--- src/sv/cfs_pkg.sv ---
package cfs_pkg;

   localparam int BYTE_W         = 8;
   localparam int IN_DATA_FIELDS = 8;
   localparam int DATA_SEL_W     = $clog2(IN_DATA_FIELDS);
   localparam int ID_W           = 29;
   localparam int LEN_W          = 4;
   localparam int CRC_W          = 16;

   localparam logic [BYTE_W-1:0] SYNC_FIRST  = 8'hAA;
   localparam logic [BYTE_W-1:0] SYNC_SECOND = 8'h69;
   localparam logic [CRC_W-1:0]  CRC_INIT    = 16'hFFFF;
   localparam logic [CRC_W-1:0]  CRC_POLY    = 16'h1021;

   // Bytes in front of the payload that the CRC covers: second sync,
   // four identifier bytes and the length byte.
   localparam int HEAD_BYTES = 6;
   // Bytes of the frame outside the CRC-covered body: first sync and two CRC bytes.
   localparam int WRAP_BYTES = 3;

   // CRC-16/CCITT-FALSE update by one byte, MSB first
   function automatic logic [CRC_W-1:0] crc_feed(input logic [CRC_W-1:0] crc,
                                                 input logic [BYTE_W-1:0] data);
      logic [CRC_W-1:0] c;
      c = crc ^ {data, 8'h00};
      for (int k = 0; k < BYTE_W; k++) begin
         if (c[CRC_W-1]) begin
            c = {c[CRC_W-2:0], 1'b0} ^ CRC_POLY;
         end else begin
            c = {c[CRC_W-2:0], 1'b0};
         end
      end
      return c;
   endfunction

endpackage

--- src/sv/cfs_channels.sv ---
interface cfs_req_if;
   logic                                valid;
   logic                                ready;
   logic [cfs_pkg::ID_W-1:0]            can_identifier;
   logic                                is_extended;
   logic [cfs_pkg::LEN_W-1:0]           msg_length;
   logic [cfs_pkg::BYTE_W-1:0]          data_byte_0;
   logic [cfs_pkg::BYTE_W-1:0]          data_byte_1;
   logic [cfs_pkg::BYTE_W-1:0]          data_byte_2;
   logic [cfs_pkg::BYTE_W-1:0]          data_byte_3;
   logic [cfs_pkg::BYTE_W-1:0]          data_byte_4;
   logic [cfs_pkg::BYTE_W-1:0]          data_byte_5;
   logic [cfs_pkg::BYTE_W-1:0]          data_byte_6;
   logic [cfs_pkg::BYTE_W-1:0]          data_byte_7;

   modport source (output valid, can_identifier, is_extended, msg_length,
                   data_byte_0, data_byte_1, data_byte_2, data_byte_3,
                   data_byte_4, data_byte_5, data_byte_6, data_byte_7,
                   input ready);
   modport sink   (input valid, can_identifier, is_extended, msg_length,
                   data_byte_0, data_byte_1, data_byte_2, data_byte_3,
                   data_byte_4, data_byte_5, data_byte_6, data_byte_7,
                   output ready);
endinterface

interface cfs_rsp_if;
   logic                       valid;
   logic                       ready;
   logic [cfs_pkg::BYTE_W-1:0] frame_byte;
   logic                       last_byte;

   modport source (output valid, frame_byte, last_byte, input ready);
   modport sink   (input valid, frame_byte, last_byte, output ready);
endinterface

--- src/sv/can_frame_serial_framer_crc16_unit.sv ---
// CAN message to serial frame framer with CRC-16/CCITT-FALSE.
//
// req_chan takes one CAN message per request (identifier, extended flag,
// length code, eight payload bytes). rsp_chan returns the serial frame one
// byte per transfer: sync 0xAA 0x69, identifier little-endian (bit 31 set
// for extended), length, DATA_BYTES payload bytes zeroed past the length,
// then CRC high and low byte; last_byte marks the CRC low byte.
//
// The CRC runs through a pipeline of DATA_BYTES + 6 stages, one byte per
// stage, behind an input register. With an open receiver the first byte of
// a frame passes the input register, every CRC stage, the serializer's frame
// register and its output register. A frame is DATA_BYTES + 9 bytes, so the
// byte-wide result port sets the sustained rate of requests.
// Requests keep entering the pipeline while a frame is being sent.
//
// Reset empties every stage and the output register. When the receiver
// stalls, the output byte holds and each stage holds once the one after it
// is full; requests are then refused until room opens.
module can_frame_serial_framer_crc16_unit #(
   parameter int DATA_BYTES = 8
) (
   input  logic      clock,
   input  logic      reset,
   cfs_req_if.sink   req_chan,
   cfs_rsp_if.source rsp_chan
);

   localparam int BODY_BYTES = DATA_BYTES + cfs_pkg::HEAD_BYTES;
   localparam int BW         = cfs_pkg::BYTE_W;

   logic [BODY_BYTES*BW-1:0]  body_s  [BODY_BYTES+1];
   logic [cfs_pkg::CRC_W-1:0] crc_s   [BODY_BYTES+1];
   logic [BODY_BYTES:0]       valid_s;
   logic [BODY_BYTES:0]       ready_s;

   assign crc_s[0] = cfs_pkg::CRC_INIT;

   cfs_capture #(
      .DATA_BYTES (DATA_BYTES)
   ) u_capture (
      .clock    (clock),
      .reset    (reset),
      .req_chan (req_chan),
      .dn_valid (valid_s[0]),
      .dn_ready (ready_s[0]),
      .dn_body  (body_s[0])
   );

   for (genvar g = 0; g < BODY_BYTES; g++) begin : g_crc
      cfs_crc_stage #(
         .BODY_BYTES (BODY_BYTES),
         .BYTE_IDX   (g)
      ) u_stage (
         .clock    (clock),
         .reset    (reset),
         .up_valid (valid_s[g]),
         .up_ready (ready_s[g]),
         .up_body  (body_s[g]),
         .up_crc   (crc_s[g]),
         .dn_valid (valid_s[g+1]),
         .dn_ready (ready_s[g+1]),
         .dn_body  (body_s[g+1]),
         .dn_crc   (crc_s[g+1])
      );
   end

   cfs_serializer #(
      .BODY_BYTES (BODY_BYTES)
   ) u_serializer (
      .clock    (clock),
      .reset    (reset),
      .up_valid (valid_s[BODY_BYTES]),
      .up_ready (ready_s[BODY_BYTES]),
      .up_body  (body_s[BODY_BYTES]),
      .up_crc   (crc_s[BODY_BYTES]),
      .rsp_chan (rsp_chan)
   );

`ifndef SYNTH
   a_reset_empty : assert property (@(posedge clock)
      reset |=> !rsp_chan.valid && !valid_s[0] && !valid_s[BODY_BYTES])
      else $error("pipeline not empty after reset");

   a_crc_hold : assert property (@(posedge clock) disable iff (reset)
      valid_s[BODY_BYTES] && !ready_s[BODY_BYTES]
      |=> valid_s[BODY_BYTES] && $stable(crc_s[BODY_BYTES]))
      else $error("finished CRC lost while serializer busy");

   a_frame_boundary : assert property (@(posedge clock) disable iff (reset)
      valid_s[BODY_BYTES] && ready_s[BODY_BYTES] && rsp_chan.valid && !rsp_chan.ready
      |-> rsp_chan.last_byte)
      else $error("new frame loaded while previous frame still sending");
`endif

endmodule

--- src/sv/cfs_capture.sv ---
module cfs_capture #(
   parameter int DATA_BYTES = 8
) (
   input  logic                                                     clock,
   input  logic                                                     reset,
   cfs_req_if.sink                                                  req_chan,
   output logic                                                     dn_valid,
   input  logic                                                     dn_ready,
   output logic [(DATA_BYTES+cfs_pkg::HEAD_BYTES)*cfs_pkg::BYTE_W-1:0] dn_body
);

   localparam int BODY_BYTES = DATA_BYTES + cfs_pkg::HEAD_BYTES;
   localparam int BW         = cfs_pkg::BYTE_W;

   logic [BW-1:0]            data_in [cfs_pkg::IN_DATA_FIELDS];
   logic [BODY_BYTES*BW-1:0] body_in;
   logic [BODY_BYTES*BW-1:0] body_ff;
   logic                     valid_in;
   logic                     valid_ff;
   logic                     take;

   assign data_in[0] = req_chan.data_byte_0;
   assign data_in[1] = req_chan.data_byte_1;
   assign data_in[2] = req_chan.data_byte_2;
   assign data_in[3] = req_chan.data_byte_3;
   assign data_in[4] = req_chan.data_byte_4;
   assign data_in[5] = req_chan.data_byte_5;
   assign data_in[6] = req_chan.data_byte_6;
   assign data_in[7] = req_chan.data_byte_7;

   assign req_chan.ready = !valid_ff || dn_ready;
   assign take           = req_chan.valid && req_chan.ready;

   // Lay out the CRC-covered body; zero payload past the length
   always_comb begin
      body_in = '0;
      body_in[BW-1:0]     = cfs_pkg::SYNC_SECOND;
      body_in[5*BW-1:BW]  = {req_chan.is_extended, 2'b00, req_chan.can_identifier};
      body_in[6*BW-1:5*BW] = {{(BW-cfs_pkg::LEN_W){1'b0}}, req_chan.msg_length};
      for (int i = 0; i < DATA_BYTES; i++) begin
         if ((i < cfs_pkg::IN_DATA_FIELDS) && (i < int'(req_chan.msg_length))) begin
            body_in[(i+cfs_pkg::HEAD_BYTES)*BW +: BW] = data_in[i[cfs_pkg::DATA_SEL_W-1:0]];
         end
      end
   end

   always_comb begin
      if (take) begin
         valid_in = 1'b1;
      end else if (dn_ready) begin
         valid_in = 1'b0;
      end else begin
         valid_in = valid_ff;
      end
   end

   always_ff @(posedge clock) begin
      if (reset) begin
         valid_ff <= 1'b0;
      end else begin
         valid_ff <= valid_in;
      end
   end

   always_ff @(posedge clock) begin
      if (take) begin
         body_ff <= body_in;
      end
   end

   assign dn_valid = valid_ff;
   assign dn_body  = body_ff;

endmodule

--- src/sv/cfs_crc_stage.sv ---
module cfs_crc_stage #(
   parameter int BODY_BYTES = 14,
   parameter int BYTE_IDX   = 0
) (
   input  logic                                  clock,
   input  logic                                  reset,
   input  logic                                  up_valid,
   output logic                                  up_ready,
   input  logic [BODY_BYTES*cfs_pkg::BYTE_W-1:0] up_body,
   input  logic [cfs_pkg::CRC_W-1:0]             up_crc,
   output logic                                  dn_valid,
   input  logic                                  dn_ready,
   output logic [BODY_BYTES*cfs_pkg::BYTE_W-1:0] dn_body,
   output logic [cfs_pkg::CRC_W-1:0]             dn_crc
);

   localparam int BW = cfs_pkg::BYTE_W;

   logic                     valid_in;
   logic                     valid_ff;
   logic [BODY_BYTES*BW-1:0] body_ff;
   logic [cfs_pkg::CRC_W-1:0] crc_in;
   logic [cfs_pkg::CRC_W-1:0] crc_ff;
   logic                     take;

   assign up_ready = !valid_ff || dn_ready;
   assign take     = up_valid && up_ready;
   assign crc_in   = cfs_pkg::crc_feed(up_crc, up_body[BYTE_IDX*BW +: BW]);

   always_comb begin
      if (take) begin
         valid_in = 1'b1;
      end else if (dn_ready) begin
         valid_in = 1'b0;
      end else begin
         valid_in = valid_ff;
      end
   end

   always_ff @(posedge clock) begin
      if (reset) begin
         valid_ff <= 1'b0;
      end else begin
         valid_ff <= valid_in;
      end
   end

   always_ff @(posedge clock) begin
      if (take) begin
         body_ff <= up_body;
         crc_ff  <= crc_in;
      end
   end

   assign dn_valid = valid_ff;
   assign dn_body  = body_ff;
   assign dn_crc   = crc_ff;

endmodule

--- src/sv/cfs_serializer.sv ---
module cfs_serializer #(
   parameter int BODY_BYTES = 14
) (
   input  logic                                  clock,
   input  logic                                  reset,
   input  logic                                  up_valid,
   output logic                                  up_ready,
   input  logic [BODY_BYTES*cfs_pkg::BYTE_W-1:0] up_body,
   input  logic [cfs_pkg::CRC_W-1:0]             up_crc,
   cfs_rsp_if.source                             rsp_chan
);

   localparam int BW          = cfs_pkg::BYTE_W;
   localparam int FRAME_BYTES = BODY_BYTES + cfs_pkg::WRAP_BYTES;
   localparam int POS_W       = $clog2(FRAME_BYTES);
   localparam logic [POS_W-1:0] LAST_POS = POS_W'(FRAME_BYTES - 1);

   logic [BW-1:0]    frame_in [FRAME_BYTES];
   logic [BW-1:0]    frame_ff [FRAME_BYTES];
   logic [POS_W-1:0] pos_in;
   logic [POS_W-1:0] pos_ff;
   logic             busy_in;
   logic             busy_ff;
   logic             out_valid_in;
   logic             out_valid_ff;
   logic [BW-1:0]    out_byte_ff;
   logic             out_last_ff;
   logic             out_free;
   logic             emit;
   logic             at_last;
   logic             load;

   assign out_free = !out_valid_ff || rsp_chan.ready;
   assign emit     = busy_ff && out_free;
   assign at_last  = (pos_ff == LAST_POS);
   // Take the next frame as the last byte of this one moves out
   assign up_ready = !busy_ff || (emit && at_last);
   assign load     = up_valid && up_ready;

   always_comb begin
      for (int i = 0; i < FRAME_BYTES; i++) begin
         frame_in[i] = frame_ff[i];
      end
      if (load) begin
         frame_in[0] = cfs_pkg::SYNC_FIRST;
         for (int i = 0; i < BODY_BYTES; i++) begin
            frame_in[i+1] = up_body[i*BW +: BW];
         end
         frame_in[BODY_BYTES+1] = up_crc[cfs_pkg::CRC_W-1 -: BW];
         frame_in[BODY_BYTES+2] = up_crc[BW-1:0];
      end else if (emit) begin
         // advance the shift line by one byte
         for (int i = 0; i < FRAME_BYTES - 1; i++) begin
            frame_in[i] = frame_ff[i+1];
         end
      end
   end

   always_comb begin
      pos_in  = pos_ff;
      busy_in = busy_ff;
      if (load) begin
         pos_in  = '0;
         busy_in = 1'b1;
      end else if (emit) begin
         if (at_last) begin
            pos_in  = '0;
            busy_in = 1'b0;
         end else begin
            pos_in = pos_ff + POS_W'(1);
         end
      end
   end

   always_comb begin
      if (emit) begin
         out_valid_in = 1'b1;
      end else if (rsp_chan.ready) begin
         out_valid_in = 1'b0;
      end else begin
         out_valid_in = out_valid_ff;
      end
   end

   always_ff @(posedge clock) begin
      if (reset) begin
         busy_ff      <= 1'b0;
         pos_ff       <= '0;
         out_valid_ff <= 1'b0;
      end else begin
         busy_ff      <= busy_in;
         pos_ff       <= pos_in;
         out_valid_ff <= out_valid_in;
      end
   end

   always_ff @(posedge clock) begin
      for (int i = 0; i < FRAME_BYTES; i++) begin
         frame_ff[i] <= frame_in[i];
      end
      if (emit) begin
         out_byte_ff <= frame_ff[0];
         out_last_ff <= at_last;
      end
   end

   assign rsp_chan.valid      = out_valid_ff;
   assign rsp_chan.frame_byte = out_byte_ff;
   assign rsp_chan.last_byte  = out_last_ff;

endmodule

--- src/flat_wrapper.sv ---
// flat-port wrapper written by rule: the top's interface ports become plain ports
module can_frame_serial_framer_crc16_unit_flat 
#(
   parameter int DATA_BYTES = 8
)
  (clock, reset, req_chan_valid, req_chan_can_identifier, req_chan_is_extended, req_chan_msg_length, req_chan_data_byte_0, req_chan_data_byte_1, req_chan_data_byte_2, req_chan_data_byte_3, req_chan_data_byte_4, req_chan_data_byte_5, req_chan_data_byte_6, req_chan_data_byte_7, req_chan_ready, rsp_chan_valid, rsp_chan_frame_byte, rsp_chan_last_byte, rsp_chan_ready);
  cfs_req_if req_chan_i ();
  cfs_rsp_if rsp_chan_i ();
  input  logic clock;
  input  logic reset;
  input wire logic [$bits(req_chan_i.valid)-1:0] req_chan_valid;
  input wire logic [$bits(req_chan_i.can_identifier)-1:0] req_chan_can_identifier;
  input wire logic [$bits(req_chan_i.is_extended)-1:0] req_chan_is_extended;
  input wire logic [$bits(req_chan_i.msg_length)-1:0] req_chan_msg_length;
  input wire logic [$bits(req_chan_i.data_byte_0)-1:0] req_chan_data_byte_0;
  input wire logic [$bits(req_chan_i.data_byte_1)-1:0] req_chan_data_byte_1;
  input wire logic [$bits(req_chan_i.data_byte_2)-1:0] req_chan_data_byte_2;
  input wire logic [$bits(req_chan_i.data_byte_3)-1:0] req_chan_data_byte_3;
  input wire logic [$bits(req_chan_i.data_byte_4)-1:0] req_chan_data_byte_4;
  input wire logic [$bits(req_chan_i.data_byte_5)-1:0] req_chan_data_byte_5;
  input wire logic [$bits(req_chan_i.data_byte_6)-1:0] req_chan_data_byte_6;
  input wire logic [$bits(req_chan_i.data_byte_7)-1:0] req_chan_data_byte_7;
  output wire logic [$bits(req_chan_i.ready)-1:0] req_chan_ready;
  output wire logic [$bits(rsp_chan_i.valid)-1:0] rsp_chan_valid;
  output wire logic [$bits(rsp_chan_i.frame_byte)-1:0] rsp_chan_frame_byte;
  output wire logic [$bits(rsp_chan_i.last_byte)-1:0] rsp_chan_last_byte;
  input wire logic [$bits(rsp_chan_i.ready)-1:0] rsp_chan_ready;
  assign req_chan_i.valid = req_chan_valid;
  assign req_chan_i.can_identifier = req_chan_can_identifier;
  assign req_chan_i.is_extended = req_chan_is_extended;
  assign req_chan_i.msg_length = req_chan_msg_length;
  assign req_chan_i.data_byte_0 = req_chan_data_byte_0;
  assign req_chan_i.data_byte_1 = req_chan_data_byte_1;
  assign req_chan_i.data_byte_2 = req_chan_data_byte_2;
  assign req_chan_i.data_byte_3 = req_chan_data_byte_3;
  assign req_chan_i.data_byte_4 = req_chan_data_byte_4;
  assign req_chan_i.data_byte_5 = req_chan_data_byte_5;
  assign req_chan_i.data_byte_6 = req_chan_data_byte_6;
  assign req_chan_i.data_byte_7 = req_chan_data_byte_7;
  assign req_chan_ready = req_chan_i.ready;
  assign rsp_chan_valid = rsp_chan_i.valid;
  assign rsp_chan_frame_byte = rsp_chan_i.frame_byte;
  assign rsp_chan_last_byte = rsp_chan_i.last_byte;
  assign rsp_chan_i.ready = rsp_chan_ready;
  can_frame_serial_framer_crc16_unit #(.DATA_BYTES(DATA_BYTES)) u_core (.clock(clock), .reset(reset), .req_chan(req_chan_i), .rsp_chan(rsp_chan_i));
endmodule
--- config.mk ---
export PLATFORM = sky130hd
export DESIGN_NAME = can_frame_serial_framer_crc16_unit_flat
export DESIGN_NICKNAME = d
export VERILOG_FILES = /design/src/sv/cfs_pkg.sv /design/src/sv/cfs_channels.sv /design/src/sv/can_frame_serial_framer_crc16_unit.sv /design/src/sv/cfs_capture.sv /design/src/sv/cfs_crc_stage.sv /design/src/sv/cfs_serializer.sv /design/src/flat_wrapper.sv
export SDC_FILE = /design/constraint.sdc
export NUM_CORES = 1
export LEC_CHECK = 0
export BUFFER_PORTS_ARGS = -buffer_cell sky130_fd_sc_hd__buf_2
export CORE_MARGIN = 2
export CORE_UTILIZATION = 50
export CTS_BUF_LIST = sky130_fd_sc_hd__clkbuf_4 sky130_fd_sc_hd__clkbuf_8
export DETAILED_ROUTE_END_ITERATION = 12
export PLACE_DENSITY = 0.66
export SYNTH_ARGS = -nofsm -noshare
export SYNTH_HDL_FRONTEND = slang
export SYNTH_SLANG_ARGS = --single-unit
--- constraint.sdc ---
create_clock -name clock -period 36.9 [get_ports clock]
set_input_delay 7.38 -clock clock [delete_from_list [all_inputs] [get_ports clock]]
set_output_delay 7.38 -clock clock [all_outputs]
set_load 0.1 [all_outputs]
# == Word level (Yosys, flattened, before mapping) ==
# Memory sizes are Yosys's and may differ from the RTL's.
# Index checks and enable logic that the tools add are counted.
# word_totals
ff_bits,1709
latch_bits,0
ramBits,136
romBits,0
inputBits,102
out_inout_bits,11
elab_cells,412
mem_count,1
# memory_table
name,words,width,read_ports,rd_ports_with_merged_regs,write_ports,line,source
u_core.u_serializer.frame_ff,17,8,17,0,17,cfs_serializer.sv:19,logic [BW-1:0] frame_ff [FRAME_BYTES];
# op_classes
addsub,1
n_mul,0
n_div,0
magnitude_cmp,8
n_eq_ne,1
shifts,0
mux,143
bitwise_logic,117
reduce_logical,72
# op_table
cell,count
two-way mux 13 bit,104
NOT 3 bit,104
two-way mux 128 bit,2
bitwise XOR 16 bit,11
nonzero test 2 bit,18
two-way mux 1 bit,35
logical AND 1 bit,18
logical NOT 1 bit,17
logical OR 1 bit,17
< comparator 3 x 4 -> 1 bit (first input constant),4
bitwise XOR 16 x 12 -> 16 bit,1
NOT 10 bit,1
< comparator 1 x 4 -> 1 bit (first input constant),2
< comparator 2 x 4 -> 1 bit (first input constant),2
two-way mux 8 bit,1
adder 5 x 1 -> 5 bit (second input constant),1
== test 5 bit (second input constant),1
two-way mux 5 bit,1
AND reduction 2 bit,1
OR reduction 2 bit,1

# == Longest topological paths before layout ==
# Gate-level depths: netlist (run 1).
# depth
depth_word,22
depth_mapped,10

# == Hierarchy ==
# A second synthesis (run 1) with hierarchy kept.
# hier_totals
cells_unflattened,3059
area_unflattened_um2,70488.9
# modules_own_cells
mod,instances,cells_per_inst,area_each_um2
cfs_crc_stage,14,158,4280.4
cfs_serializer,1,654,6962.9
cfs_capture,1,192,3597.2
can_frame_serial_framer_crc16_unit,1,1,3.8

# == Worst setup path before layout (run 1) ==
# OpenSTA, ideal clock, no wires.
# synth_timing
kind,input-to-reg
from,in rsp_chan_ready
to,reg u_core.g_crc[7].u_stage.body_ff[100] (enable)
t_arrival_ps,16256
required_time_ps,36139
slack_ps,19883
path_stages,5
path_buffers,2
path_cell_list,nand2b_1 > buf_2 > a311oi_4 > buf_6 > a21boi_0
# synth_between
elab_chain_len,12
# synth_rtl
item,line,source
start: declaration,flat_wrapper.sv:27,input wire logic [$bits(rsp_chan_i.ready)-1:0] rsp_chan_ready;
logical OR 1 bit,cfs_serializer.sv:33,assign out_free = !out_valid_ff || rsp_chan.ready;
logical AND 1 bit,cfs_serializer.sv:34,assign emit = busy_ff && out_free;
logical AND 1 bit,cfs_serializer.sv:37,assign up_ready = !busy_ff || (emit && at_last);
logical OR 1 bit,cfs_serializer.sv:37,
logical OR 1 bit (7 in series),cfs_crc_stage.sv:26,assign up_ready = !valid_ff || dn_ready;
logical AND 1 bit,cfs_crc_stage.sv:27,assign take = up_valid && up_ready;
net u_core.g_crc[7].u_stage.take,cfs_crc_stage.sv:24,logic take;
end signal: assignment,cfs_crc_stage.sv:50,body_ff <= up_body;
end: declaration,cfs_crc_stage.sv:21,logic [BODY_BYTES*BW-1:0] body_ff;
# The timed path passes the listed nets, and every way through them passes these cells.
# A chain may end at the register's enable or synchronous reset.

# == Worst setup path in the final report (run 1) ==
# layout_timing
from,in rsp_chan_ready
to,out req_chan_ready
# layout_between
elab_chain_len,19
# layout_rtl
item,line,source
logical OR 1 bit,cfs_serializer.sv:33,
logical AND 1 bit,cfs_serializer.sv:34,
logical AND 1 bit,cfs_serializer.sv:37,
logical OR 1 bit,cfs_serializer.sv:37,
logical OR 1 bit (14 in series),cfs_crc_stage.sv:26,
logical OR 1 bit,cfs_capture.sv:31,assign req_chan.ready = !valid_ff || dn_ready;
end: declaration,flat_wrapper.sv:23,output wire logic [$bits(req_chan_i.ready)-1:0] req_chan_ready;
# No other way between the ends.

==> summary.txt, run 1 <==
Outcome
  – Status: finished clean

Logic synthesis
  – Synth Area in Compound Gates: 2.77%
  – FF+latch count, synth: 1844
  – Xor/xnor share of the synthesized area: 4.20%
  – Sequential share of the synthesized area: 90.0%
  – Area of the mapped netlist: 0.0610 mm^2
  – Syn Inst Count: 2783
  – Synth warn: 0
  – Syn Area/Cell: 21.9 um^2
  – Main combinational cell family by area after synthesis: XOR/XNOR gates
  – Distinct cells, synth: 41
  – Synth Area in Adders: 0.0410%
  – Simple-gate share of the synthesized area: 2.17%
  – Mux cell area share after synthesis: 0%
  – Syn nets: 2887

Power and ir drop
  – Logic pwr share: 0.9%
  – Pwr/cell area: 56.5 mW/mm^2
  – Sw Ratio: 18.6%
  – VDD IR max: 0.0392 mV
  – Clock power share: 39.6%
  – Flop pwr share: 59.6%
  – Internal power: 3.17 mW
  – Switching Power: 725 uW
  – Lkg Pwr: 21.9 nW

Drt
  – Via density: 4.78
  – DRC: 0
  – TritonRoute pass-1 iters: 6
  – WL/cell: 15.8 um
  – Drt first-iter violations: 1927
  – Post-route ant nets: 0
  – DR vias: 23700
  – Post-Route WL: 78.7 mm

Cells and area
  – FF/Latch Area: 0.0549 mm^2
  – Layout cells sized above 1: 17.8%
  – Filler Cell Count: 8767
  – Most common cell after layout, fill and taps aside: edfxtp_1
  – Fin util: 56.8%
  – Multi-input logic area: 0.00580 mm^2
  – Area Growth Syn to Fin: 12.9%
  – Most frequent cells in the layout: edfxtp_1 (1800), clkbuf_8 (297), xnor2_1 (202)
  – Nets@finish: 3259

Floorplan
  – Die area: 0.125 mm^2
  – Row count: 128
  – Top Ports: 113
  – Die Width: 353 um
  – Die height: 353 um
  – Core box area: 0.121 mm^2
  – Effective utilization at floorplan: 50.3%

Critical path
  – FF-to-FF setup slack: 33.18 ns
  – Critical path capture point type: primary output
  – Critical path arrival: 9.23 ns
  – Worst path required time: 29.52 ns
  – Capturing point of the worst reg2reg path: u_core.g_crc[7].u_stage.dn_body[92]$_DFFE_PP_
  – Most used cell, CP: buf_2
  – R2r worst-path depth: 7
  – Setup crit start kind: input port
  – Crit path launch: rsp_chan_ready
  – Worst flop-to-flop path startpoint: u_core.u_serializer.pos_ff[0]$_SDFFE_PP0N_
  – Max FO, Critical Path: 18
  – Slowest cell on crit path: a311oi_4
  – Kind of critical path: input port to primary output
  – Crit-path max cell delay: 0.48 ns
  – CP Cell Sequence: buf_2 > nand2b_1 > a311oi_4 > buf_4 > nand3_1 > buf_2

Clock tree
  – Clock Root Buffer: clkbuf_8
  – Clk_lat worst skew: 0.93 ns
  – Post-CTS Setup Inserts: 0
  – H-tree Lvls: 5
  – Total CTS buffers: 289
  – Hold Buf Count CTS: 0
  – Post_cts resized: 0
  – Reg clk slew, reported paths: 0.06 ns
  – CTS sink count: 1844
  – CTS tree: yes
  – Clk buf depth: 4

Timing
  – RSZ-0062 raised after global routing: no
  – Final Cycle Share: 45.0%
  – Hold Vio Cnt, Final: 0
  – Final worst clock skew: 0.0634 ns
  – Min Tclk post-route: 16.61 ns
  – Post-route setup TNS: 0 ns
  – Worst slew pin tran: 1.12 ns
  – Slew Viols, Final: 0
  – Slew headroom: 25.4%
  – Setup Viol. Count Final: 0
  – Fmax: 60.2 MHz

Global routing
  – Vias in the first global route: 25000
  – Initial antenna violation count: 2
  – GRT Resource Usage Total: 12.9%
  – Grt ovf: 0
  – Global-route wire length before repair: 129 mm
  – Pin count of the biggest net entering global routing: 110

Flow run
  – # Max-Cap Violations: 0

Place
  – DP Wirelength: 47.4 mm
  – Gp weighted congestion: 0.807
  – PortBufs: 112

Hold path
  – Min-delay src: u_core.g_crc[5].u_stage.dn_body[34]$_DFFE_PP_
  – Hold WC Path Type: flop to flop
  – Hold path cells: 0
  – WHS Endpoint: u_core.g_crc[6].u_stage.dn_body[34]$_DFFE_PP_
[synthesized netlist by cell type, drive strengths merged]
| master | number | area (um^2) |
|---|---|---|
| o21ai | 106 | 531 |
| and3 | 5 | 31.3 |
| nor2b | 50 | 313 |
| a21oi | 31 | 200 |
| or3 | 1 | 6.26 |
| nor4b | 1 | 8.76 |
| nor3 | 2 | 10.0 |
| buf | 34 | 249 |
| xor2 | 91 | 797 |
| inv | 36 | 138 |
| nor4 | 1 | 6.26 |
| and2 | 21 | 134 |
| nand2b | 2 | 12.5 |
| dfxtp | 44 | 881 |
| xnor2 | 202 | 1770 |
| and2b | 1 | 7.51 |
| and4 | 1 | 10.0 |
| a31oi | 8 | 50.1 |
| a211oi | 1 | 7.51 |
| o21a | 4 | 30.0 |
| a21boi | 3 | 22.5 |
| clkbuf | 28 | 105 |
| nor2 | 19 | 71.3 |
| nand4 | 3 | 18.8 |
| ha | 2 | 25.0 |
| and4bb | 1 | 12.5 |
| edfxtp | 1800 | 54100 |
| a311oi | 2 | 35.0 |
| nand2 | 158 | 593 |
| nand3 | 17 | 90.1 |
| a22oi | 106 | 796 |
| a41oi | 2 | 17.5 |
[kinds of logic after synthesis]
logic type               after synthesis
adder cells (fa/ha/maj)                2
AO/OA/AOI/OAI                        263
AND/OR/NAND/NOR                      283
flip-flops                          1844
buffers and inverters                 98
XOR/XNOR                             293
[power groups by stage]
stage	logic (mW)	registers (mW)	clock network (mW)
6_report	0.0332	2.32	1.54
4_1_cts	0.0341	2.32	1.60
2_1_floorplan	0.0208	2.36	0
3_3_place_gp	0.0327	2.36	0
5_1_grt	0.0372	2.32	1.69
3_5_place_dp	0.0339	2.36	0
[worst max path at each step]
stage | end | slack [ns] | cells after the start
6_report | req_chan_ready | 20.29 | 6
3_5_place_dp | req_chan_ready | 20.27 | 6
2_1_floorplan | u_core.g_crc[7].u_stage.dn_body[100]$_DFFE_PP_ | 19.88 | 5
4_1_cts | req_chan_ready | 20.26 | 6
3_3_place_gp | req_chan_ready | 20.30 | 6
5_1_grt | req_chan_ready | 20.19 | 6
[state kept, by name (all words and copies together), names as in the netlist]
signal	flops
u_core.g_crc.u_stage.dn_valid	14
u_core.u_serializer.rsp_chan.frame_byte	8
u_core.u_serializer.rsp_chan.last_byte	1
u_core.u_capture.dn_body	98
u_core.g_crc.u_stage.dn_body	1372
u_core.u_serializer.rsp_chan.valid	1
u_core.g_crc.u_stage.dn_crc	207
u_core.u_serializer.busy_ff	1
u_core.u_serializer.pos_ff	5
u_core.u_serializer.frame_ff	136
u_core.u_capture.dn_valid	1
[metrics by stage]
step                setup WS, ns  hold slack [ns]  cell area [um^2]  total power, mW  instances
floorplan                  19.88            0.400             61000             2.38       2783
global placement           20.30            0.402             63700             2.39       4489
detailed placement         20.27            0.405             63700             2.40       4489
CTS                        20.26            0.383             68900             3.95       4967
global route               20.19            0.388             68900             4.05       4968
finish                     20.29            0.381             68900             3.89       4968
[layer usage]
layer / routed length [um] / vias up / share of wire, % / track usage (%)
met4: 2040 / 2 / 2.6 / 5.56
met5: 8 / - / 0.010 / 0
met3: 4360 / 181 / 5.5 / 3.68
li1: - / 11500 / - / -
met2: 38500 / 645 / 49 / 20.5
met1: 33800 / 11400 / 43 / 16.7
[worst max-delay path, delay by kind of cell]
kind	cells	cell delay, ns
buffers and inverters	3	0.83
and+or+nand+nor	2	0.51
AOI/OAI and AO/OA	1	0.48
[cell type report]
type / instances / area share [%]
well taps: 1625 / 2.95
repair buffers: 143 / 1.15
multi-input cells: 841 / 8.41
flip-flops and latches: 1844 / 79.7
clock inverters: 90 / 0.657
clock buffers: 388 / 6.92
diodes: 1 / 0.00363
inverters: 36 / 0.200
Power figures use the tool's default switching activity.
==> inputs of run 2 (changes only) <==
==> constraint.sdc (replaced) <==
create_clock -name clock -period 16 [get_ports clock]
set_input_delay 3.2 -clock clock [delete_from_list [all_inputs] [get_ports clock]]
set_output_delay 3.2 -clock clock [all_outputs]
set_load 0.1 [all_outputs]
==> run 2 against run 1 <==
  * Hold slack worse by 0.0087 ns
  * Critical endpoint unchanged
  * Routed wire length grew 1.1%
  * Clock power rose by 130%
  * First-iteration DRC count down 18%
==> summary.txt, run 2 (same netlist as run 1, synthesis figures left out) <==
Outcome
  – Status: finished clean

Global routing
  – Global-route wire length before repair: 130 mm
  – GRT Resource Usage Total: 13.0%
  – Vias in the first global route: 24800
  – Pin count of the biggest net entering global routing: 110
  – Grt ovf: 0
  – Initial antenna violation count: 1

Cells and area
  – Most frequent cells in the layout: edfxtp_1 (1800), clkbuf_8 (294), xnor2_1 (202)
  – Final Instance Count excl. Fillers: 4965
  – Most common cell after layout, fill and taps aside: edfxtp_1
  – Area Growth Syn to Fin: 13.0%
  – Nets@finish: 3256
  – Max reg flops: 1372
  – Layout cells sized above 1: 17.9%

Critical path
  – Most used cell, CP: buf_2
  – Critical path arrival: 4.94 ns
  – CP Cell Sequence: buf_2 > nand2b_1 > a311oi_4 > buf_4 > nand3_1 > buf_2
  – Slowest cell on crit path: a311oi_4
  – Setup crit start kind: input port
  – Crit-path max cell delay: 0.39 ns
  – Max FO, Critical Path: 18
  – Critical path capture point type: primary output
  – Worst path required time: 12.80 ns
  – Kind of critical path: input port to primary output

Clock tree
  – Clock Root Buffer: clkbuf_8
  – Post-CTS Setup Inserts: 0
  – CTS tree: yes
  – H-tree Lvls: 5
  – Hold Buf Count CTS: 0
  – Total CTS buffers: 288
  – Clk buf depth: 4
  – Clk_lat worst skew: 0.89 ns
  – Post_cts resized: 0
  – Reg clk slew, reported paths: 0.06 ns
  – CTS sink count: 1844

Power and ir drop
  – Sw Ratio: 18.3%
  – Logic pwr share: 0.9%
  – Pwr/cell area: 131 mW/mm^2
  – Clock power share: 39.9%
  – Pwr Total: 9.02 mW
  – Flop pwr share: 59.3%
  – Internal power: 7.37 mW
  – Lkg Pwr: 21.9 nW
  – Switching Power: 1.65 mW
  – VDD IR max: 0.0614 mV

Floorplan
  – Effective utilization at floorplan: 50.3%
  – Row count: 128
  – Die height: 353 um
  – Top Ports: 113
  – Core box area: 0.121 mm^2
  – Die area: 0.125 mm^2
  – Die Width: 353 um

Timing
  – Hold Vio Cnt, Final: 0
  – Fmax: 123 MHz
  – Slew headroom: 22.0%
  – RSZ-0062 raised after global routing: no
  – Slew Viols, Final: 0
  – Post-route setup TNS: 0 ns
  – Worst slew pin tran: 1.17 ns
  – Setup Viol. Count Final: 0
  – Min Tclk post-route: 8.14 ns
  – Final worst clock skew: 0.0523 ns
  – Final Cycle Share: 50.9%

Place
  – PortBufs: 112
  – Dpl cells: 4487
  – DP Wirelength: 49.0 mm
  – Gp weighted congestion: 0.790

Drt
  – WL/cell: 16.0 um
  – Drt first-iter violations: 1588
  – Via density: 4.77
  – TritonRoute pass-1 iters: 5
  – Post-route ant nets: 0
  – Post-Route WL: 79.6 mm
  – DR vias: 23700
  – DRC: 0

Flow run
  – # Max-Cap Violations: 0

Hold path
  – Hold WC Path Type: flop to flop
-- run 2: cell count changes in the layout (fill, tap and decap cells not counted) --
| cell | change |
|---|---|
| buf_4 | -2 |
| bufinv_16 | +3 |
| clkbuf_4 | +12 |
| clkbuf_8 | -3 |
| clkinv_1 | -6 |
| clkinv_2 | -7 |
| clkinv_4 | +1 |
| clkinvlp_4 | -4 |
| inv_6 | +3 |
-- run 2: cell type report --
class,instances,area [um^2]
Sequential cell,1844,54900
Fill cell,8799,52400
Multi-Input combinational cell,841,5800
Clock buffer,397,4820
Tap cell,1625,2030
Timing Repair Buffer,141,778
Clock inverter,80,490
Inverter,36,138
Antenna cell,1,2.50
-- run 2: power groups by stage --
stage	sequential, mW	combinational [mW]	clock [mW]
after floorplan	5.45	0.0481	0
after global placement	5.45	0.0758	0
after detailed placement	5.45	0.0786	0
after CTS	5.35	0.0789	3.73
after global routing	5.35	0.0857	3.93
final	5.35	0.0770	3.60
-- run 2: through the flow --
step	util, %	hold slack, ns	area, um^2	setup WS, ns
3_5_place_dp	52.5	0.405	63700	7.86
5_1_grt	56.8	0.387	69000	7.74
3_3_place_gp	52.5	0.402	63700	7.86
6_report	56.8	0.373	69000	7.86
2_1_floorplan	-	0.400	61000	3.16
4_1_cts	56.8	0.380	69000	7.84
-- run 2: final timing paths --
path                                                 startpoint                                        endpoint  slack (ns)  cells after the start
setup / recovery                                 rsp_chan_ready                                  req_chan_ready        7.86                      6
hold / removal    u_core.g_crc[2].u_stage.dn_body[94]$_DFFE_PP_   u_core.g_crc[3].u_stage.dn_body[94]$_DFFE_PP_        0.37                      0
setup reg to reg     u_core.u_serializer.pos_ff[0]$_SDFFE_PP0N_  u_core.g_crc[10].u_stage.dn_body[98]$_DFFE_PP_       12.28                      6
hold reg to reg   u_core.g_crc[2].u_stage.dn_body[94]$_DFFE_PP_   u_core.g_crc[3].u_stage.dn_body[94]$_DFFE_PP_        0.37                      0
-- run 2: routing by layer --
metal | track usage (%) | share of wire [%] | vias to the layer above
met5 | 0 | 0 | -
met4 | 5.67 | 2.5 | 0
met3 | 3.44 | 5.6 | 168
met2 | 20.1 | 47 | 623
met1 | 17.7 | 44 | 11400
li1 | - | - | 11500
-- run 2: worst max-delay path, delay by kind of cell --
kind	cells	cell delay, ns
buffers and inverters	3	0.80
AO/OA/AOI/OAI	1	0.39
AND/OR/NAND/NOR	2	0.52
==> inputs of run 3 (changes only) <==
--- a/config.mk
+++ b/config.mk
@@ -5,12 +5,13 @@
 export SDC_FILE = /design/constraint.sdc
 export NUM_CORES = 1
 export LEC_CHECK = 0
+export ABC_AREA = 1
 export BUFFER_PORTS_ARGS = -buffer_cell sky130_fd_sc_hd__buf_2
 export CORE_MARGIN = 2
 export CORE_UTILIZATION = 50
 export CTS_BUF_LIST = sky130_fd_sc_hd__clkbuf_4 sky130_fd_sc_hd__clkbuf_8
 export DETAILED_ROUTE_END_ITERATION = 12
-export PLACE_DENSITY = 0.66
+export PLACE_DENSITY = 0.68
 export SYNTH_ARGS = -nofsm -noshare
 export SYNTH_HDL_FRONTEND = slang
 export SYNTH_SLANG_ARGS = --single-unit
==> constraint.sdc (replaced) <==
create_clock -name clock -period 6.8 [get_ports clock]
set_input_delay 1.36 -clock clock [delete_from_list [all_inputs] [get_ports clock]]
set_output_delay 1.36 -clock clock [all_outputs]
set_load 0.1 [all_outputs]
==> run 3 against run 2 <==
  * Sequential power rose by 130%
  * Setup slack got worse by 6.0 ns
  * Global-route usage fell by 0.69 points
  * Count of clock-buffer cells in the layout rose by 6
  * Routed wire length fell by 7.7%
  * Non-clock buffer count fell by 4
  * Register-to-register slack got worse by 9.4 ns
  * Synthesized cell count rose by 1.5%
  * Sequential cell count did not move
  * Power rose by 140%
  * Clock skew rose by 0.0069 ns
  * Critical path type is now flop to primary output
  * Critical endpoint unchanged
  * Highest routed layer unchanged
==> summary.txt, run 3 <==
Logic synthesis
  – Number of synthesized flops with an enable pin: 1800
  – Synth warn: 0
  – Syn Inst Count: 2824
  – FF+latch count, synth: 1844
  – Post-synthesis async set-or-reset flop share: 0%
  – Top_reg_cell synth: edfxtp_1
  – Sequential share of the synthesized area: 90.9%
  – Area of the mapped netlist: 0.0604 mm^2
  – Syn nets: 2928
  – Most common cell in the synthesized netlist: edfxtp_1
  – Syn Area/Cell: 21.4 um^2
  – Most area-consuming cells after synthesis: edfxtp_1 (89%), xnor2_1 (2.4%), xor2_1 (1.9%), nand2_1 (1.7%), dfxtp_1 (1.5%)
  – Most frequent cells after synthesis: edfxtp_1 (1800), nand2_1 (281), xnor2_1 (163)
  – Distinct cells, synth: 28
  – Biggest area consumer among synthesized cells: edfxtp_1
  – Post-synth top area share: 89.4%

Global routing
  – Initial antenna violation count: 1
  – Pin count of the biggest net entering global routing: 127
  – Global-route wire length before repair: 122 mm
  – Grt ovf: 0
  – Vias in the first global route: 23800
  – GRT Resource Usage Total: 12.3%

Critical path
  – Critical path arrival: 3.58 ns
  – Setup crit start kind: flop
  – Critical path capture point type: primary output
  – Kind of critical path: flop to primary output
  – Worst path required time: 5.44 ns
  – Worst flop-to-flop path startpoint: u_core.u_serializer.busy_ff$_SDFFE_PP0P_
  – Crit path launch: u_core.u_serializer.pos_ff[0]$_SDFFE_PP0N_
  – Max FO, Critical Path: 5

Floorplan
  – Top Ports: 113
  – Core box area: 0.120 mm^2
  – Die area: 0.124 mm^2
  – Effective utilization at floorplan: 50.4%
  – Die height: 352 um
  – Row count: 127
  – Die Width: 352 um

Cells and area
  – Most frequent cells in the layout: edfxtp_1 (1800), clkbuf_8 (303), nand2_1 (280)
  – Fin util: 57.1%
  – Layout cells sized above 1: 17.7%
  – Most common cell after layout, fill and taps aside: edfxtp_1
  – Fin area: 0.0686 mm^2
  – Final Instance Count excl. Fillers: 5018
  – Nets@finish: 3313
  – Area Growth Syn to Fin: 13.4%
  – Max reg flops: 1372

Timing
  – Setup Viol. Count Final: 0
  – RSZ-0062 raised after global routing: no
  – Slew Viols, Final: 0
  – Fmax: 202 MHz
  – Post-route setup TNS: 0 ns
  – Min Tclk post-route: 4.94 ns
  – Final worst clock skew: 0.0592 ns
  – Worst slew pin tran: 1.34 ns
  – Hold Vio Cnt, Final: 0
  – Final Cycle Share: 72.7%
  – Slew headroom: 10.7%

Drt
  – DR vias: 22900
  – WL/cell: 14.6 um
  – Via density: 4.56
  – Post-Route WL: 73.4 mm
  – DRC: 0
  – Post-route ant nets: 0
  – TritonRoute pass-1 iters: 7
  – Drt first-iter violations: 1613

Clock tree
  – Clk_lat worst skew: 0.92 ns
  – H-tree Lvls: 5
  – Clock Root Buffer: clkbuf_8
  – Reg clk slew, reported paths: 0.06 ns
  – Post_cts resized: 0
  – Hold Buf Count CTS: 0
  – CTS tree: yes
  – CTS sink count: 1844
  – Clk buf depth: 4
  – Post-CTS Setup Inserts: 0
  – Total CTS buffers: 290

Place
  – Dpl cells: 4529
  – DP Wirelength: 45.9 mm
  – Post-placement cell area: 0.0631 mm^2
  – PortBufs: 112
  – Gp weighted congestion: 0.825

Outcome
  – Status: finished clean

Power and ir drop
  – Lkg Pwr: 22.4 nW
  – VDD IR max: 0.147 mV
  – Pwr/cell area: 310 mW/mm^2

Flow run
  – # Max-Cap Violations: 0

Hold path
  – Min-delay src: u_core.g_crc[3].u_stage.dn_body[70]$_DFFE_PP_
  – Hold WC Path Type: flop to flop
==> run 3: cell count changes in the layout (fill, tap and decap cells not counted), moves of 41 or more <==
cell and delta:
nand2_1 +123, inv_1 +71, a22oi_1 -105, nor2_1 +54, o21ai_0 +41, nor2b_1 -48
==> run 3: critical path: stages (launching register included) <==
cell and delay [ns]:
dfxtp_1 0.36, inv_1 0.08, ha_1 0.20, nand2_1 0.08
nor2_2 0.07, nand2_4 0.08, nand4_4 0.13, nor3_4 0.33
nand4_2 0.19, nor2_4 0.26, nand4_4 0.15, nor2_4 0.22
nand4_2 0.18, buf_2 0.35
==> run 3: final timing paths <==
kind,cells past startpoint,to,slack [ns]
max reg2reg,6,u_core.u_serializer.frame_ff[0][126]$_DFFE_PP_,2.86
min reg2reg,0,u_core.g_crc[4].u_stage.dn_body[70]$_DFFE_PP_,0.37
max,13,req_chan_ready,1.86
min,0,u_core.g_crc[4].u_stage.dn_body[70]$_DFFE_PP_,0.37
==> run 3: cell families (layout without fill, tap and decap cells) <==
group	after synthesis	after routing	share of synthesized area, %
other cells	0	1	0
simple gates	380	380	2.54
xor+xnor	292	292	4.23
compound gates	146	146	1.24
fa+ha+maj	2	2	0.0414
buf+inv	160	741	1.04
flops	1844	1844	90.9
==> run 3: where the power goes <==
| group | internal (mW) | switching, mW |
|---|---|---|
| clock | 4.83 | 3.75 |
| combinational | 0.0586 | 0.111 |
| sequential | 12.5 | 0.0421 |
| total | 17.4 | 3.90 |
==> run 3: routing by layer <==
layer	routed length, um	vias up	global-route usage [%]
met5	0	-	0
li1	-	11300	-
met3	4050	166	3.44
met2	34100	548	18.7
met1	33500	10900	16.9
met4	1820	0	5.39
==> run 3: layout make-up <==
type	instances	area, um^2
clock buffer	403	4920
fill	8385	51400
multi-input combinational	820	4950
clock inverter	85	514
sequential	1844	54900
antenna	1	2.50
timing repair buffer	137	761
tap	1612	2020
inverter	116	454
==> run 3: through the flow <==
stage          power (mW)  worst slack (ns)  hold WS (ns)
6_report             21.3              1.86         0.369
5_1_grt              22.1              1.62         0.372
4_1_cts              21.6              1.74         0.362
3_5_place_dp         12.9              1.77         0.405
3_3_place_gp         12.9              1.89         0.405
2_1_floorplan        12.8              1.05         0.400
